$ cat config.mk
export PLATFORM = sky130hd
export DESIGN_NAME = srw_mod_unit
export DESIGN_NICKNAME = d
export VERILOG_FILES = /design/src/hw/rtl/srw_pkg.sv /design/src/hw/rtl/srw_mod_unit.sv
export SDC_FILE = /design/constraint.sdc
export NUM_CORES = 1
export LEC_CHECK = 0
export BUFFER_PORTS_ARGS = -buffer_cell sky130_fd_sc_hd__buf_4
export CORE_AREA = 2 2 39 41
export CTS_BUF_LIST = sky130_fd_sc_hd__clkbuf_2
export CTS_CLUSTER_DIAMETER = 120
export DETAILED_ROUTE_END_ITERATION = 7
export DIE_AREA = 0 0 41 43
export GPL_ROUTABILITY_DRIVEN = 0
export PLACE_DENSITY = 0.57
export REMOVE_ABC_BUFFERS = 1
export SLEW_MARGIN = 10
export SYNTH_ARGS = -nofsm -noshare
export SYNTH_HDL_FRONTEND = slang
export SYNTH_SLANG_ARGS = --single-unit
export TNS_END_PERCENT = 20
$ cat constraint.sdc
create_clock -name clock -period 0.8 [get_ports clock]
set_input_delay 0.16 -clock clock [delete_from_list [all_inputs] [get_ports clock]]
set_output_delay 0.16 -clock clock [all_outputs]
set_load 0.05 [all_outputs]
$ cat src/hw/rtl/srw_pkg.sv
package srw_pkg;

   // Field widths of the two channels.
   localparam int SEQ_W       = 16;
   localparam int MASK_W      = 32;
   localparam int MASK_IDX_W  = 5;
   localparam int RSP_TDATA_W = 56;

   // One window slot: the full sequence number and a valid flag.
   typedef struct packed {
      logic             valid;
      logic [SEQ_W-1:0] seq;
   } slot_type;

   // Sequencer states.
   typedef enum logic [2:0] {
      ST_CLEAR,
      ST_IDLE,
      ST_MOD,
      ST_CHECK,
      ST_MASK,
      ST_DONE
   } state_type;

   // Control strobes that the sequencer hands to the datapath.
   typedef struct packed {
      logic ready;
      logic mod_start;
      logic wr_clear;
      logic wr_item;
      logic rd_item;
      logic load_rsp;
   } ctrl_type;

   // Wrap-aware compare: a is newer than b over half the number range.
   function automatic logic seq_newer(input logic [SEQ_W-1:0] a, input logic [SEQ_W-1:0] b);
      logic [SEQ_W-1:0] d;
      d = a - b;
      return ((d != '0) && !d[SEQ_W-1]) ||
             ((d == {1'b1, {(SEQ_W-1){1'b0}}}) && (a > b));
   endfunction

endpackage

$ cat src/hw/rtl/srw_mod_unit.sv
module srw_mod_unit
   import srw_pkg::*;
#(
   parameter int WINDOW_SIZE = 1024
) (
   input  logic                           clock,
   input  logic                           reset,
   input  logic                           start,
   input  logic [SEQ_W-1:0]               value,
   output logic                           done,
   output logic [$clog2(WINDOW_SIZE)-1:0] rem
);

   localparam int SLOT_W = $clog2(WINDOW_SIZE);

   logic [SLOT_W-1:0] rem_ff;
   logic              done_ff;

   // Control: a one-cycle done pulse right after each start.
   always_ff @(posedge clock) begin
      if (reset) begin
         done_ff <= 1'b0;
      end else begin
         done_ff <= start;
      end
   end

   // The window size is a power of two, so the slot index is the low bits of the number.
   always_ff @(posedge clock) begin
      if (start) begin
         rem_ff <= value[SLOT_W-1:0];
      end
   end

   assign done = done_ff;
   assign rem  = rem_ff;

endmodule

==> results of run 1 <==
==> state kept, by name, summed over array words and instances, names as in the netlist <==
register,flops
rem,10
done,1
==> final cells by class <==
cell class                      count  share of cell area
Timing Repair Buffer               23               0.363
Multi-Input combinational cell      1              0.0234
Clock buffer                        4              0.0340
Tap cell                           16              0.0340
Sequential cell                    11               0.546
==> logic make-up after synthesis <==
group	Yosys count
flops	11
simple gates	1
==> routing by layer <==
layer  vias up  global-route usage  share of wire
met3         0              0.0366          0.057
met4         0               0.120              0
met2         9               0.141           0.63
met5         -                   0              0
li1         99                   -              -
met1        98              0.0550           0.31
==> through the flow <==
stage	setup TNS, ps	instances	setup WS (ps)
global placement	0	51	106
detailed placement	0	51	81.2
finish	-1720	55	-172
global route	-2150	55	-222
CTS	-1900	55	-198
floorplan	0	12	39.4
==> synth_stat cells <==
cell type / number
nor2b_4: 1
edfxtp_1: 10
dfxtp_1: 1
==> final timing paths <==
check | to | startpoint | depth (start not counted)
worst max-delay path | rem[3] | rem[3] | 1
worst min-delay path | done | reset | 2
==> repair_timing <==
action,4_1_cts,5_1_grt
setup buffers,0,0
resized for setup,12,0
endpoints found under the setup margin,11,11
==> power by group through the flow <==
stage	clock (uW)	sequential [uW]	combinational [uW]
after global routing	331	698	313
after detailed placement	0	700	278
after CTS	306	696	304
after global placement	0	697	277
final	296	695	302
after floorplan	0	855	4.42
==> summary.md, run 1 <==
| Metric | Value |
|---|---|
| First-pass GRT wire length | `876 um` |
| Seq pwr share | `0.538` |
| Io pins | `30` |
| Final antenna-violating net count | `0` |
| Commonest non-fill, non-tap cells in the layout | `12 x buf_4, 11 x buf_6, 10 x edfxtp_1, 4 x clkbuf_2` |
| Area taken by multi-input logic gates | `13.8 um2` |
| Die Span Y | `43 um` |
| FP Rows | `14` |
| Combinational Power Share | `0.234` |
| Crit end category | `primary output` |
| Clk network pwr share | `0.229` |
| Post-synthesis sequential area ratio | `0.959` |
| Leak Pwr | `0.000255 uW` |
| WL/cell | `11.5 um` |
| Synth area leaders | `edfxtp_1 90%, dfxtp_1 6.0%, nor2b_4 4.1%` |
| Final Max Slew Viols | `0` |
| Power Density | `2190 nW/um2` |
| Initial Utilization | `0.241` |
| Mapped Cells | `12` |
| DRT Pass-1 Iters | `6` |
| Status | `complete, but fails checks` |
| # port buffers | `23` |
| Startpoint types | `flip-flop` |
| Max incr delay on CP | `400 ps` |
| Clock buffer depth | `2` |
| CP top delay family | `flip-flops` |
| Slowest-stage cell, CP | `edfxtp_1` |
| Final Instance Area | `589 um2` |
| XOR/XNOR share of the synthesized area | `0` |
| Core Footprint | `1380 um2` |
| CP arrival | `810 ps` |
| Yosys cell types | `3` |
| Mux contribution to synthesized area | `0` |
| FF/Latch Area | `322 um2` |
| Peak supply drop | `665 uV` |
| Die width | `41 um` |
| MaxCap Viol Count | `0` |
| CTS tree | `built` |
| Initial antenna violation count | `0` |
| Detailed Route Iter0 Violations | `3` |
| CP max FO | `1` |
| Syn Area/Cell | `27.8 um2` |
| Utilization after layout | `0.426` |
| Via count | `206` |
| Leading area contributor after synthesis | `edfxtp_1` |
| Worst Max-Slew Pin Slew | `132 ps` |
| Internal | `928 uW` |
| Hold Fails Final Rpt | `0` |
| Die Area | `1760 um2` |
| GRT Residual Overflow | `0` |
| P&R area growth vs syn | `76.4%` |
| Synth warn | `0` |
| Most common cell after layout, fill and taps aside | `buf_4` |
| Total Nets Final | `59` |
| Share of cells above drive strength 1 | `0.744` |
| RSZ-0062 raised after global routing | `yes` |
| Class of the worst hold path | `in2reg` |
| Cell Chain, Critical Path | `buf_6` |
| Vias per cell | `3.75` |
| Post-route setup slack | `-172 ps` |
| Synth Area in Simple Gates | `0.0412` |
| Antenna cell count | `0` |
| # H-tree levels | `1` |
| Hold-fix buffers, CTS | `0` |
| Synth Cell Area | `334 um2` |
| Vias in the first global route | `221` |
| Largest net degree at the start of global routing | `12` |
| Final hold slack | `57.8 ps` |
| Highest Clock Rate | `1030 MHz` |
| NetSw | `365 uW` |
| Worst slew margin | `0.912` |
| Final WL | `633 um` |
| Crit path time final | `972 ps` |
| Compound-cell area share of the yosys netlist | `0` |
| Final period utilization | `1.21` |
| Cell Area, Placed | `527 um2` |
| CP Class | `reg2out` |
| Clock sink count | `11` |
| Number of buffers created by CTS | `3` |
| Failing checks | `setup timing` |
| Tot GR Track Use | `0.0881` |
| Total power | `1290 uW` |
| Main combinational cell family by area after synthesis | `simple AND/OR/NAND/NOR gates` |
| Adder-cell share of the synthesized area | `0` |
| Root Driver | `clkbuf_2` |
| Filler cells | `123` |
| Worst-path clk slew | `90 ps` |
| Remaining DRCs | `0` |
| # setup viols final | `11` |
| Yosys reg bits | `11` |
| CP required | `640 ps` |
| Synth top area share | `0.899` |
| Switching part of the total | `0.283` |
| Worst Path Buf+Inv | `1` |
Power figures use the tool's default switching activity.
==> run 2: changes to the inputs <==
--- a/config.mk
+++ b/config.mk
@@ -5,7 +5,7 @@
 export SDC_FILE = /design/constraint.sdc
 export NUM_CORES = 1
 export LEC_CHECK = 0
-export BUFFER_PORTS_ARGS = -buffer_cell sky130_fd_sc_hd__buf_4
+export BUFFER_PORTS_ARGS = -buffer_cell sky130_fd_sc_hd__clkbuf_2
 export CORE_AREA = 2 2 39 41
 export CTS_BUF_LIST = sky130_fd_sc_hd__clkbuf_2
 export CTS_CLUSTER_DIAMETER = 120
==> constraint.sdc (replaced) <==
create_clock -name clock -period 1.2 [get_ports clock]
set_input_delay 0.24 -clock clock [delete_from_list [all_inputs] [get_ports clock]]
set_output_delay 0.24 -clock clock [all_outputs]
set_load 0.05 [all_outputs]
==> run 2 against run 1 <==
The run now ends clean. Die area is the same. Routed wire length fell by 6.3%. Non-clock buffer count did not move. Via count down 3.9%. Combinational power decreased by 48%. Clock power decreased by 32%. Global-route usage shrank 0.52 points. First-iteration DRC count decreased by 100%. Sequential cell count is the same. Sequential power fell by 34%. Largest cell class unchanged. Largest power group unchanged.
==> summary.md, run 2 (synthesis gave the netlist of run 1 again) <==
| Metric | Value |
|---|---|
| Most common cell after layout, fill and taps aside | `clkbuf_2` |
| Cell Area, Placed | `469 um2` |
| CP required | `960 ps` |
| Crit path time final | `1120 ps` |
| RSZ-0062 raised after global routing | `no` |
| Final WL | `593 um` |
| Initial Utilization | `0.241` |
| P&R area growth vs syn | `46.4%` |
| Worst slew margin | `0.815` |
| CP Class | `reg2out` |
| WP depth | `1` |
| Vias in the first global route | `221` |
| Antenna cell count | `0` |
| CP max FO | `1` |
| Core Footprint | `1380 um2` |
| # H-tree levels | `1` |
| Max incr delay on CP | `390 ps` |
| Slowest-stage cell, CP | `edfxtp_1` |
| Final antenna-violating net count | `0` |
| WL/cell | `10.8 um` |
| Clock sink count | `11` |
| Power Density | `1660 nW/um2` |
| Post-CTS resize count | `0` |
| Clock buffer depth | `2` |
| Largest net degree at the start of global routing | `12` |
| Worst Path Buf+Inv | `1` |
| Tot GR Track Use | `0.0829` |
| Die width | `41 um` |
| Initial antenna violation count | `0` |
| Fin cells | `55` |
| Highest Clock Rate | `891 MHz` |
| Remaining DRCs | `0` |
| CTS tree | `built` |
| Worst-path clk slew | `100 ps` |
| Die Span Y | `43 um` |
| Total power | `814 uW` |
| Leak Pwr | `0.000226 uW` |
| Final Instance Area | `489 um2` |
| Crit end category | `primary output` |
| Final period utilization | `0.935` |
| Total Nets Final | `59` |
| # port buffers | `23` |
| Root Driver | `clkbuf_2` |
| Detailed Route Iter0 Violations | `0` |
| Commonest non-fill, non-tap cells in the layout | `27 x clkbuf_2, 10 x edfxtp_1, 1 x nor2b_4, 1 x dfxtp_1` |
| GRT Residual Overflow | `0` |
| Hold-fix buffers, CTS | `0` |
| Share of cells above drive strength 1 | `0.718` |
| Class of the worst hold path | `in2reg` |
| # setup viols final | `0` |
| Die Area | `1760 um2` |
| FP Rows | `14` |
| Worst Setup EP | `rem[1]` |
| DRT Pass-1 Iters | `1` |
| Post-CTS setup buffer count | `0` |
| Number of buffers created by CTS | `3` |
| Cell Chain, Critical Path | `clkbuf_2` |
| Peak supply drop | `603 uV` |
| Vias per cell | `3.60` |
| CP arrival | `880 ps` |
| Status | `completed` |
| CP top delay family | `flip-flops` |
| DP Cell Count | `51` |
| Max reg flops | `10` |
| Final hold slack | `165 ps` |
| Via count | `198` |
| First-pass GRT wire length | `917 um` |
| Worst Max-Slew Pin Slew | `278 ps` |
| Startpoint types | `flip-flop` |
| Worst Setup SP | `rem[1]` |
| Hold Fails Final Rpt | `0` |
| Final Max Slew Viols | `0` |
| MaxCap Viol Count | `0` |
| Setup TNS | `0 ps` |
| Io pins | `30` |
[run 2: changes by cell type in the layout (fill, tap and decap cells not counted)]
cell      delta
clkbuf_2    +23
buf_4       -12
buf_6       -11
dfxtp_1      +1
dfxtp_2      -1
[run 2: metal layers]
metal	up-vias	wire length, um	track usage
li1	99	-	-
met1	90	220	0.0856
met2	9	338	0.128
met3	0	34	0.0157
met4	0	0	0.0800
met5	-	0	0
[run 2: report_power, final]
| part | switching, uW | internal [uW] | total [uW] |
|---|---|---|---|
| registers | 7.23 | 449 | 457 |
| clock network | 113 | 88.6 | 201 |
| logic | 122 | 33.9 | 156 |
| total | 242 | 572 | 814 |
[run 2: area by class of cell]
class	count	area, um2
Fill cell	145	895
Sequential cell	11	320
Timing Repair Buffer	23	115
Clock buffer	4	20.0
Tap cell	16	20.0
Multi-Input combinational cell	1	13.8
[run 2: worst min path at each step]
stage	end	slack, ps	startpoint	depth (start not counted)
finish	rem[8]	160	value[8]	1
global route	rem[0]	150	value[0]	1
CTS	done	150	reset	2
detailed placement	rem[0]	420	value[0]	1
global placement	rem[6]	420	value[6]	1
floorplan	done	300	reset	1
[run 2: stage by stage]
step,setup WS [ps],utilization
finish,77.7,0.354
global route,20.9,0.354
CTS,53.4,0.354
detailed placement,343,0.339
global placement,369,0.339
floorplan,359,-
==> run 3: changes to the inputs <==
--- a/config.mk
+++ b/config.mk
@@ -12,7 +12,6 @@
 export DETAILED_ROUTE_END_ITERATION = 7
 export DIE_AREA = 0 0 41 43
 export GPL_ROUTABILITY_DRIVEN = 0
-export PLACE_DENSITY = 0.57
 export REMOVE_ABC_BUFFERS = 1
 export SLEW_MARGIN = 10
 export SYNTH_ARGS = -nofsm -noshare
==> run 3 against run 2 <==
Critical path depth stayed put. Sequential cell count unchanged. Setup slack better by 6.4 ps. Sequential power about the same. First-iteration DRC count increased by 2.
==> summary.md, run 3 (synthesis gave the netlist of run 1 again) <==
| Metric | Value |
|---|---|
| Combinational Power Share | `0.194` |
| Power Density | `1640 nW/um2` |
| Slowest-stage cell, CP | `edfxtp_1` |
| NetSw | `245 uW` |
| Status | `completed` |
| Fin cells | `55` |
| Area taken by multi-input logic gates | `13.8 um2` |
| RSZ-0062 raised after global routing | `no` |
| Cell Chain, Critical Path | `clkbuf_2` |
| Startpoint types | `flip-flop` |
| Highest Clock Rate | `896 MHz` |
| Peak supply drop | `475 uV` |
| Max reg flops | `10` |
| Hold Path Stages | `1` |
| MaxCap Viol Count | `0` |
| Leak Pwr | `0.000225 uW` |
| CP required | `960 ps` |
| Vias in the first global route | `186` |
| Via count | `195` |
| Worst-path clk slew | `110 ps` |
| Most common cell after layout, fill and taps aside | `clkbuf_2` |
| Die Span Y | `43 um` |
| Io pins | `30` |
| Hold-fix buffers, CTS | `0` |
| Initial Utilization | `0.241` |
| Internal | `559 uW` |
| Die width | `41 um` |
| Final Max Slew Viols | `0` |
| DRT Pass-1 Iters | `2` |
| Final period utilization | `0.930` |
| Crit path time final | `1120 ps` |
| Hold Fails Final Rpt | `0` |
| Final antenna-violating net count | `0` |
| Clock buffer depth | `2` |
| FF/Latch Area | `320 um2` |
| Final WL | `555 um` |
| CP arrival | `880 ps` |
| CTS tree | `built` |
| Root Driver | `clkbuf_2` |
| Class of the worst hold path | `in2reg` |
| Detailed Route Iter0 Violations | `2` |
| Remaining DRCs | `0` |
| Number of buffers created by CTS | `3` |
| Clock sink count | `11` |
| WL/cell | `10.1 um` |
| # setup viols final | `0` |
| Tot GR Track Use | `0.0779` |
| First-pass GRT wire length | `759 um` |
| CP Class | `reg2out` |
| Max incr delay on CP | `390 ps` |
| CP top delay family | `flip-flops` |
| Commonest non-fill, non-tap cells in the layout | `25 x clkbuf_2, 10 x edfxtp_1` |
| CP max FO | `1` |
| # H-tree levels | `1` |
| Worst Path Buf+Inv | `1` |
| Setup TNS | `0 ps` |
| Seq pwr share | `0.568` |
| # port buffers | `23` |
| Total Nets Final | `59` |
| Largest net degree at the start of global routing | `12` |
| Worst Max-Slew Pin Slew | `277 ps` |
| FP Rows | `14` |
| Initial antenna violation count | `0` |
| Antenna cell count | `0` |
| Share of cells above drive strength 1 | `0.718` |
| Core Footprint | `1380 um2` |
| Post-CTS setup buffer count | `0` |
| HP Start | `value[0]` |
| Switching part of the total | `0.304` |
| Clk network pwr share | `0.238` |
| Worst slew margin | `0.816` |
| P&R area growth vs syn | `46.4%` |
| Hold path endpoint | `rem[0]` |
| Die Area | `1760 um2` |
| Filler cells | `141` |
| Vias per cell | `3.55` |
| Crit end category | `primary output` |
| GRT Residual Overflow | `0` |
| DP Cell Count | `51` |
## run 3: cell types whose count changed in the layout (fill, tap and decap cells not counted), sizes merged
cell    delta
clkinv     +1
buf        +1
clkbuf     -2
## run 3: per-stage QoR
| stage | instance area, um2 | util | setup slack [ps] | total power [uW] | hold WS, ps |
|---|---|---|---|---|---|
| detailed placement | 469 | 0.339 | 357 | 624 | 419 |
| CTS | 489 | 0.354 | 57.4 | 814 | 147 |
| finish | 489 | 0.354 | 84.0 | 803 | 159 |
| global route | 489 | 0.354 | 9.64 | 851 | 112 |
| floorplan | 334 | - | 359 | 573 | 304 |
| global placement | 469 | 0.339 | 381 | 620 | 418 |
## run 3: repair_timing
action / in CTS / in global routing
endpoints found under the setup margin: 0 / 1
endpoints found under the hold margin: 0 / 0
gates resized for setup: 0 / 1
## run 3: worst max-delay path by stage
stage	slack (ps)	from	to	cells after the start
after detailed placement	360	rem[7]	rem[7]	1
after global routing	10	rem[8]	rem[8]	1
after floorplan	360	rem[0]	rem[0]	0
after CTS	60	rem[7]	rem[7]	1
final	80	rem[8]	rem[8]	1
after global placement	380	rem[7]	rem[7]	1
## run 3: area by class of cell
class                      count  area share
sequential                    11       0.655
tap                           16      0.0409
multi-input combinational      1      0.0281
timing repair buffer          23       0.235
clock inverter                 1      0.0102
clock buffer                   3      0.0307
## run 3: power groups by stage
stage	Clock [uW]	Sequential [uW]	Combinational (uW)
detailed placement	0	466	157
global route	230	459	163
floorplan	0	570	2.95
global placement	0	464	156
finish	191	456	156
CTS	199	457	158
## run 3: routing by layer
metal / GRT usage / vias up / wire length (um)
li1: - / 100 / -
met1: 0.0621 / 88 / 183
met2: 0.109 / 7 / 332
met3: 0.0576 / 0 / 39
met4: 0.0800 / 0 / 0
met5: 0 / - / 0
